`src/hdl/pbrd_pkg.sv`:
```
// Shared types and constants for the PackBits row decoder.
// No dependencies; imported by pbrd_decode and packbits_row_decoder.
`default_nettype none

package pbrd_pkg;

   // Stride above this value selects the two-byte length prefix
   localparam logic [13:0] PREFIX_WIDE_ABOVE = 14'd250;
   // Header code that means "no operation"
   localparam logic [7:0]  NOOP_HEADER       = 8'h80;
   // Saturation limit of the consumed byte counter
   localparam logic [16:0] CONSUMED_MAX      = 17'h1FFFF;

   // Configuration register indexes
   localparam logic CSR_ROW_STRIDE = 1'b0;
   localparam logic CSR_WIDE_ELEM  = 1'b1;

   typedef enum logic [2:0] {
      PH_LEN_FIRST,
      PH_LEN_SECOND,
      PH_HEADER,
      PH_LITERAL,
      PH_RUN
   } phase_type;

   typedef struct packed {
      logic [13:0] row_stride_bytes;
      logic        wide_elements;
   } cfg_type;

   typedef struct packed {
      logic        valid;
      logic [15:0] elem_value;
      logic [7:0]  repeat_count;
      logic        row_end;
   } result_type;

endpackage

`default_nettype wire

```
`src/hdl/pbrd_decode.sv`:
```
// Decode state and single-pass byte decode for the PackBits row decoder.
// Depends on pbrd_pkg (phase type, config and result structs).
`default_nettype none

module pbrd_decode
   import pbrd_pkg::*;
(
   input  wire logic       clock,
   input  wire logic       reset,
   input  wire logic       step,
   input  wire logic [7:0] in_byte,
   input  wire cfg_type    cfg,
   output result_type      result
);

   phase_type   phase_ff, phase_in;
   logic [15:0] decl_len_ff, decl_len_in;
   logic [16:0] consumed_ff, consumed_in;
   logic [7:0]  elem_left_ff, elem_left_in;
   logic [7:0]  pend_high_ff, pend_high_in;
   logic        second_half_ff, second_half_in;

   logic        wide_prefix;
   logic [15:0] first_len;
   logic [15:0] second_len;
   logic [16:0] consumed_inc;
   logic        reach_inc;
   logic        elem_done;
   logic [15:0] elem_value;
   logic [7:0]  lit_left;
   logic [7:0]  run_count;

   // Shared decode terms
   assign wide_prefix  = cfg.row_stride_bytes > PREFIX_WIDE_ABOVE;
   assign first_len    = {8'h00, in_byte};
   assign second_len   = {decl_len_ff[15:8], in_byte};
   assign consumed_inc = (consumed_ff < CONSUMED_MAX) ? consumed_ff + 17'd1 : consumed_ff;
   assign reach_inc    = consumed_inc >= {1'b0, decl_len_ff};
   assign elem_done    = !(cfg.wide_elements && !second_half_ff);
   assign elem_value   = cfg.wide_elements ? {pend_high_ff, in_byte} : {8'h00, in_byte};
   assign lit_left     = (elem_left_ff == 8'd0) ? 8'd0 : elem_left_ff - 8'd1;
   // 257 - header, always 2..128 for a run header
   assign run_count    = 8'(9'd257 - {1'b0, in_byte});

   // Next state
   always_comb begin
      phase_in       = phase_ff;
      decl_len_in    = decl_len_ff;
      consumed_in    = consumed_ff;
      elem_left_in   = elem_left_ff;
      pend_high_in   = pend_high_ff;
      second_half_in = second_half_ff;
      if (step) begin
         case (phase_ff)
            PH_LEN_FIRST: begin
               if (wide_prefix) begin
                  decl_len_in = {in_byte, 8'h00};
                  phase_in    = PH_LEN_SECOND;
               end else begin
                  decl_len_in = first_len;
                  consumed_in = '0;
                  if (first_len == 16'd0) begin
                     phase_in = PH_LEN_FIRST;
                  end else begin
                     phase_in = PH_HEADER;
                  end
               end
            end
            PH_LEN_SECOND: begin
               decl_len_in = second_len;
               consumed_in = '0;
               if (second_len == 16'd0) begin
                  phase_in = PH_LEN_FIRST;
               end else begin
                  phase_in = PH_HEADER;
               end
            end
            PH_HEADER: begin
               consumed_in    = consumed_inc;
               second_half_in = 1'b0;
               if (in_byte < NOOP_HEADER) begin
                  elem_left_in = in_byte + 8'd1;
                  phase_in     = PH_LITERAL;
               end else if (in_byte != NOOP_HEADER) begin
                  elem_left_in = run_count;
                  phase_in     = PH_RUN;
               end else if (reach_inc) begin
                  phase_in       = PH_LEN_FIRST;
                  decl_len_in    = '0;
                  consumed_in    = '0;
                  elem_left_in   = '0;
                  pend_high_in   = '0;
               end
            end
            PH_LITERAL, PH_RUN: begin
               consumed_in = consumed_inc;
               if (!elem_done) begin
                  pend_high_in   = in_byte;
                  second_half_in = 1'b1;
               end else begin
                  pend_high_in   = '0;
                  second_half_in = 1'b0;
                  elem_left_in   = (phase_ff == PH_LITERAL) ? lit_left : 8'd0;
                  if (phase_ff == PH_RUN || lit_left == 8'd0) begin
                     if (reach_inc) begin
                        // row done: back to the length prefix
                        phase_in     = PH_LEN_FIRST;
                        decl_len_in  = '0;
                        consumed_in  = '0;
                        elem_left_in = '0;
                     end else begin
                        phase_in = PH_HEADER;
                     end
                  end
               end
            end
            default: begin
               phase_in       = PH_LEN_FIRST;
               decl_len_in    = '0;
               consumed_in    = '0;
               elem_left_in   = '0;
               pend_high_in   = '0;
               second_half_in = 1'b0;
            end
         endcase
      end
   end

   // Result word for the current byte
   always_comb begin
      result = '0;
      case (phase_ff)
         PH_LEN_FIRST: begin
            result.valid   = !wide_prefix && (first_len == 16'd0);
            result.row_end = 1'b1;
         end
         PH_LEN_SECOND: begin
            result.valid   = second_len == 16'd0;
            result.row_end = 1'b1;
         end
         PH_HEADER: begin
            result.valid   = (in_byte == NOOP_HEADER) && reach_inc;
            result.row_end = 1'b1;
         end
         PH_LITERAL: begin
            result.valid        = elem_done;
            result.elem_value   = elem_value;
            result.repeat_count = 8'd1;
            result.row_end      = (lit_left == 8'd0) && reach_inc;
         end
         PH_RUN: begin
            result.valid        = elem_done;
            result.elem_value   = elem_value;
            result.repeat_count = elem_left_ff;
            result.row_end      = reach_inc;
         end
         default: begin
            result = '0;
         end
      endcase
   end

   always_ff @(posedge clock) begin
      if (reset) begin
         phase_ff       <= PH_LEN_FIRST;
         decl_len_ff    <= '0;
         consumed_ff    <= '0;
         elem_left_ff   <= '0;
         pend_high_ff   <= '0;
         second_half_ff <= 1'b0;
      end else begin
         phase_ff       <= phase_in;
         decl_len_ff    <= decl_len_in;
         consumed_ff    <= consumed_in;
         elem_left_ff   <= elem_left_in;
         pend_high_ff   <= pend_high_in;
         second_half_ff <= second_half_in;
      end
   end

endmodule

`default_nettype wire

```
`src/hdl/packbits_row_decoder.sv`:
```
// PackBits row decoder: one compressed byte per word in, at most one decoded word out.
// Path: a byte waits in the input register; its decoded word goes to the result register.
// Throughput: one byte per cycle unless rsp_stall holds; counters step per decoded byte.
// Reset: synchronous, active high; clears control and decode state, waits for a length prefix.
// Top level: input register, config registers, result register; uses pbrd_decode, pbrd_pkg.
`default_nettype none

module packbits_row_decoder
   import pbrd_pkg::*;
(
   input  wire logic        clock,
   input  wire logic        reset,
   input  wire logic        req_valid,
   output logic             req_stall,
   input  wire logic [7:0]  req_in_byte,
   output logic             rsp_valid,
   input  wire logic        rsp_stall,
   output logic [15:0]      rsp_elem_value,
   output logic [7:0]       rsp_repeat_count,
   output logic             rsp_row_end,
   input  wire logic        csr_wr_en,
   input  wire logic        csr_index,
   input  wire logic [13:0] csr_wr_data
);

   cfg_type     cfg_ff, cfg_in;
   logic        in_valid_ff, in_valid_in;
   logic [7:0]  in_byte_ff;
   logic        rsp_valid_ff, rsp_valid_in;
   result_type  rsp_ff;
   result_type  dec_result;
   logic        advance;
   logic        accept;

   // Decode runs when the result slot is free or being emptied
   assign advance   = in_valid_ff && (!rsp_valid_ff || !rsp_stall);
   assign req_stall = in_valid_ff && !advance;
   assign accept    = req_valid && !req_stall;

   assign in_valid_in  = accept | (in_valid_ff & ~advance);
   assign rsp_valid_in = advance ? dec_result.valid : (rsp_valid_ff & rsp_stall);

   // Config register writes
   always_comb begin
      cfg_in = cfg_ff;
      if (csr_wr_en) begin
         case (csr_index)
            CSR_ROW_STRIDE: cfg_in.row_stride_bytes = csr_wr_data;
            CSR_WIDE_ELEM:  cfg_in.wide_elements    = csr_wr_data[0];
            default:        cfg_in = cfg_ff;
         endcase
      end
   end

   pbrd_decode u_decode (
      .clock   (clock),
      .reset   (reset),
      .step    (advance),
      .in_byte (in_byte_ff),
      .cfg     (cfg_ff),
      .result  (dec_result)
   );

   // Control registers
   always_ff @(posedge clock) begin
      if (reset) begin
         cfg_ff       <= '0;
         in_valid_ff  <= 1'b0;
         rsp_valid_ff <= 1'b0;
      end else begin
         cfg_ff       <= cfg_in;
         in_valid_ff  <= in_valid_in;
         rsp_valid_ff <= rsp_valid_in;
      end
   end

   // Payload registers
   always_ff @(posedge clock) begin
      if (accept) begin
         in_byte_ff <= req_in_byte;
      end
      if (advance) begin
         rsp_ff <= dec_result;
      end
   end

   assign rsp_valid        = rsp_valid_ff;
   assign rsp_elem_value   = rsp_ff.elem_value;
   assign rsp_repeat_count = rsp_ff.repeat_count;
   assign rsp_row_end      = rsp_ff.row_end;

endmodule

`default_nettype wire
```
`config.mk`:
```
export PLATFORM = sky130hd
export DESIGN_NAME = packbits_row_decoder
export DESIGN_NICKNAME = d
export VERILOG_FILES = /design/src/hdl/pbrd_pkg.sv /design/src/hdl/pbrd_decode.sv /design/src/hdl/packbits_row_decoder.sv
export SDC_FILE = /design/constraint.sdc
export NUM_CORES = 1
export LEC_CHECK = 0
export BUFFER_PORTS_ARGS = -buffer_cell sky130_fd_sc_hd__buf_2
export CORE_MARGIN = 3
export CORE_UTILIZATION = 45
export DETAILED_ROUTE_END_ITERATION = 8
export HOLD_SLACK_MARGIN = 0.06
export PLACE_DENSITY_LB_ADDON = 0.15
export SYNTH_ARGS = -nofsm -noshare
export SYNTH_HDL_FRONTEND = slang
export SYNTH_HIERARCHICAL = 1
export SYNTH_SLANG_ARGS = --single-unit
export TNS_END_PERCENT = 10
```
`constraint.sdc`:
```
create_clock -name clock -period 11.7 [get_ports clock]
set_clock_uncertainty 0.1 [all_clocks]
set_input_delay 3.51 -clock clock [delete_from_list [all_inputs] [get_ports clock]]
set_output_delay 3.51 -clock clock [all_outputs]
set_load 0.1 [all_outputs]
```
# Word-level counts from Yosys, hierarchy flattened
# Cells that the tools add are included.
# word_totals
register_bits,103
input_bits,28
output_inout_bits,27
elab_cells,121
# op_classes
add_sub_neg,4
magnitude_cmp,4
n_eq_ne,13
mux,45
n_bitwise,7
reduce_logical,33
# ops
cell,n
17-bit two-way mux,7
16-bit two-way mux,7
8-bit two-way mux,11
16-bit one-hot mux with 4 select lines,1
17-bit one-hot mux with 3 select lines,1
24-bit one-hot mux with 2 select lines,1
8-bit one-hot mux with 3 select lines,2
16-bit logical NOT,2
3-bit two-way mux,6
"17-bit by 1-bit adder with 17-bit output, second input constant",1
17-bit by 16-bit >= comparator with 1-bit output,1
"17-bit less-than comparator, second input constant",1
8-bit logical NOT,2
"14-bit by 8-bit > comparator with 1-bit output, second input constant",1
3-bit one-hot mux with 4 select lines,1
5-bit AND reduction,2
"8-bit by 1-bit adder with 8-bit output, second input constant",1
"8-bit == test, second input constant",1
"8-bit less-than comparator, second input constant",1
"2-bit != test, second input constant",4
"8-bit != test, second input constant",1
2-bit AND reduction,4
4-bit AND reduction,2
"1-bit by 8-bit subtractor with 8-bit output, first input constant",1
other kinds (21),44

# Logic depth before layout (Yosys ltp)
# depth
word_depth,8
ltp_mapped,17
ltp_nobuf,15

# By module
# Netlist, hierarchy kept.
# modules_own_cells
module,instances,cells_each,area_per_inst_um2,seq_area_each_um2
pbrd_decode,1,508,3870.0,1061.0
packbits_row_decoder,1,110,1789.2,1331.3

# Least setup slack after synthesis
# OpenSTA, ideal clock, no wires.
# synth_path
path_type,in2out
start,in rsp_stall
end,out req_stall
arrival_ns,4.238
t_required_ns,8.090
setup_slack_ns,3.852
cell_stages,2
n_path_buf,0
path_cell_list,nand3_1 inv_1
# synth_via
elab_chain_len,5
# synth_rtl
item,line,rtl
from (decl),packbits_row_decoder.sv:17,"input wire logic rsp_stall,"
1-bit logical NOT,packbits_row_decoder.sv:36,assign advance = in_valid_ff && (!rsp_valid_ff || !rsp_stall);
1-bit logical OR,packbits_row_decoder.sv:36,
1-bit logical AND,packbits_row_decoder.sv:36,
1-bit logical NOT,packbits_row_decoder.sv:37,assign req_stall = in_valid_ff && !advance;
1-bit logical AND,packbits_row_decoder.sv:37,
to (decl),packbits_row_decoder.sv:14,"output logic req_stall,"
# No other way between the ends.

# Worst setup path in the final report
# Ends and elaborated chain as after synthesis.

==> impl_metrics.toml <==
[layout]
area_delta_synth_final_pct = 12.1
layout_common_cells = "dfxtp_1, nand2_1, buf_2, nand3_1, a21oi_1"
antenna_cells = 0
seqCellArea_sq_mm = 0.00239
finish.utilization = 0.522
stdcell_area_sq_mm = 0.00634
mostFrequentLayoutCell = "dfxtp_1"
post_route_cells_drive_above_1_share = 0.160
finalNetCount = 701
num-fill-cells = 1151
multiInputGateArea_sq_mm = 0.00298

[timing]
period_minus_slack_ns = 7.84
final_critical_path_setup_slack_ns = 3.86
maxSlewHeadroom = 0.401
max_freq_mhz = 128
finalSetupViolCount = 0
fin_crit_sh = 0.670
grt_setup_unrepaired = "false"
transition_time_at_the_pin_with_the_least_slew_margin_ns = 0.892
finalHoldViolCount = 0
report.final.slew_viol_count = 0
tns_ns = 0

[synthesis]
synth-warning-count = 6
syn_inst = 618
yosysSeqAreaShare = 0.423
seq_cells_post_synth = 103
synthesis.area_per_instance_sq_um = 9.16
synth.net_count = 669
yosys.area.top_type_share = 0.248
async_reset_ff_frac = 0
number_of_synthesized_flops_with_an_enable_pin = 33
ys_dominant_reg_cell = "dfxtp_1"
mappedNetlistArea_sq_mm = 0.00566
ranking_of_synthesized_cells_by_area = "dfxtp_1, edfxtp_1, ha_1, nand2_1, nand3_1"
synth.lib_cells_used.distinct = 71
yosysTopAreaCell = "dfxtp_1"

[placed_design]
dp_worst_setup_slack_ns = 3.86
dp_hpwl_mm = 9.05
gpl.final_weighted_congestion = 0.861
placed_cell_area_sq_mm = 0.00599
buffer_ports.inserted = 54

[grt]
gr-max-usage-layer = "met2"
antenna_found_initial = 0
global_routing_met1_resource_utilization = 0.250
maximum_number_of_pins_on_one_net_before_global_route_repair = 83
global_route_wire_length_before_repair_mm = 21.7
met2_usage_in_global_routing = 0.307
globalRoute.totalOverflow = 0
globalRouteMet3Util = 0.0383
first_global_vias = 4379
groute.usage.overall = 0.191

[cts]
hold_buffers = 0
cts_inserted_buffers = 9
tritoncts = "built"
max-clock-path-buffers = 2
clock_insertion_delay_worst_skew_ns = 0.35
cts_repair_resize_count = 0
postCtsSetupBuffers = 0
clockRootBuffer = "clkbuf_16"
cts_sinks = 103
clkSlewWorstSetupHoldPaths_ns = 0.07
cts-htree-levels = 3

[power_and_ir_drop]
flop_pwr_share = 0.458
power.share.switching = 0.271
worst_ir_drop_vdd_mv = 0.0615
internal-power_mw = 0.627
power.net_switching_mw = 0.233
power_mw = 0.860
power.share.combinational = 0.133
power.density_cell_area_mw_per_mm2 = 136
cellLeakagePower_nw = 2.39
clockPowerShare = 0.409

[die]
design.die.area_sq_mm = 0.0140
num_io_pins = 55
floorplan.rows = 40
die_h_microns = 118
initial_core_util = 0.465
chipWidth_microns = 118
placeableCoreArea_sq_mm = 0.0122

[worst_setup_path]
start_of_the_worst_register_to_register_path = "u_decode/consumed_ff[2]"
worst_ep_required_time_ns = 8.09
ff2ff_path_depth = 15
cpMaxStageDelayCell = "buf_2"
critical_path.endpoint_type = "output port"
timing.rr.end = "u_decode/consumed_ff[11]"
worstSetupPathType = "in2out"
critPathArrivalTime_ns = 4.23
rrSetupSlack_ns = 7.22
worstPathCellList = "buf_2, nand3_1, inv_1, buf_2"
path_max_fanout = 3
cell_type_group_with_the_largest_total_delay_on_the_critical_path = "buffers and inverters"
crit_path_start_kind = "input port"
delay_contributed_by_the_slowest_stage_of_the_critical_path_ns = 0.42
buffers_and_inverters_on_the_worst_path = 3
worst_path_most_repeated_cell = "buf_2"

[outcome]
outcome = "completed"

[min_path]
worst_hold_path_type = "reg2reg"
holdCritStartpoint = "u_decode/pend_high_ff[1]"
timing.hold.worst_endpoint = "u_decode/pend_high_ff[1]"
hold-path-cell-count = 2

[route]
detailroute.via_count = 4557
drt-wirelength-per-cell_microns = 15.7
drt-pass1-iter-count = 5
route.final.wire_length_mm = 12.9
vias_per_cell = 5.54
first_iter_violations = 262
drt_drc = 0
drtAntennaViolNets = 0

[job]
drv_cap = 0
-- metal layers --
metal,wire length [microns],part of all wire,vias up
li1,-,-,2299
met1,5920,0.46,2147
met2,6100,0.47,93
met3,533,0.041,18
met4,328,0.025,0
met5,0,0,-
-- sequential cells by signal (all words and copies together), names as in the netlist --
name,count
u_decode/second_half_ff,1
u_decode/pend_high_ff,8
u_decode/phase_ff,3
in_valid_ff,1
rsp_row_end,1
in_byte_ff,8
u_decode/consumed_ff,17
rsp_repeat_count,8
rsp_elem_value,16
u_decode/elem_left_ff,8
cfg_ff,15
u_decode/decl_len_ff,16
rsp_valid,1
-- worst max-delay path by stage --
stage | startpoint | endpoint | depth (start not counted)
after floorplan | rsp_stall | req_stall | 2
after global placement | rsp_stall | req_stall | 4
after detailed placement | rsp_stall | req_stall | 4
after CTS | rsp_stall | req_stall | 4
after global routing | rsp_stall | req_stall | 4
final | rsp_stall | req_stall | 4
-- layout make-up --
| class | instances | share of cell area |
|---|---|---|
| well taps | 168 | 0.0331 |
| flip-flops and latches | 103 | 0.377 |
| inverters | 34 | 0.0201 |
| repair buffers | 56 | 0.0450 |
| multi-input cells | 446 | 0.469 |
| clock buffers | 9 | 0.0355 |
| clock inverters | 7 | 0.0197 |
-- synthesized netlist by cell type (7+ instances only) --
library cell and instances:
a211oi_1 7, a21oi_1 42, a31oi_1 9, and2_1 16
and3_1 13, clkbuf_1 22, dfxtp_1 70, edfxtp_1 33
ha_1 23, inv_1 34, nand2_1 60, nand2b_1 21
nand3_1 45, nand3b_1 7, nand4bb_1 14, nor2_1 33
nor3_1 11, o21ai_0 16, o21ai_2 12, o31ai_1 7
or4_1 7, xnor2_1 12, xor2_1 11
-- kinds of logic after synthesis --
| family | Yosys count | share of synthesized area |
|---|---|---|
| xor+xnor | 23 | 0.0356 |
| flops | 103 | 0.423 |
| fa+ha+maj | 23 | 0.0509 |
| simple gates | 259 | 0.266 |
| mux | 5 | 0.00884 |
| compound gates | 136 | 0.163 |
| buf+inv | 69 | 0.0533 |
-- worst min-delay path: cells and delay by family (launching register included) --
kind,cells,cell delay (ns)
flops,1,0.31
compound gates,1,0.05
simple gates,1,0.05
-- per-stage QoR --
| stage | cells | hold WS [ns] |
|---|---|---|
| after floorplan | 618 | 0.327 |
| after global placement | 807 | 0.339 |
| after detailed placement | 807 | 0.344 |
| after CTS | 823 | 0.353 |
| after global routing | 823 | 0.372 |
| final | 823 | 0.349 |
-- power by group through the flow --
| stage | Combinational (mW) | Sequential, mW | Clock (mW) |
|---|---|---|---|
| floorplan | 0.0768 | 0.412 | 0 |
| global placement | 0.112 | 0.402 | 0 |
| detailed placement | 0.114 | 0.402 | 0 |
| CTS | 0.115 | 0.394 | 0.360 |
| global route | 0.126 | 0.395 | 0.376 |
| finish | 0.114 | 0.394 | 0.352 |
(Power assumes the default switching activity.)
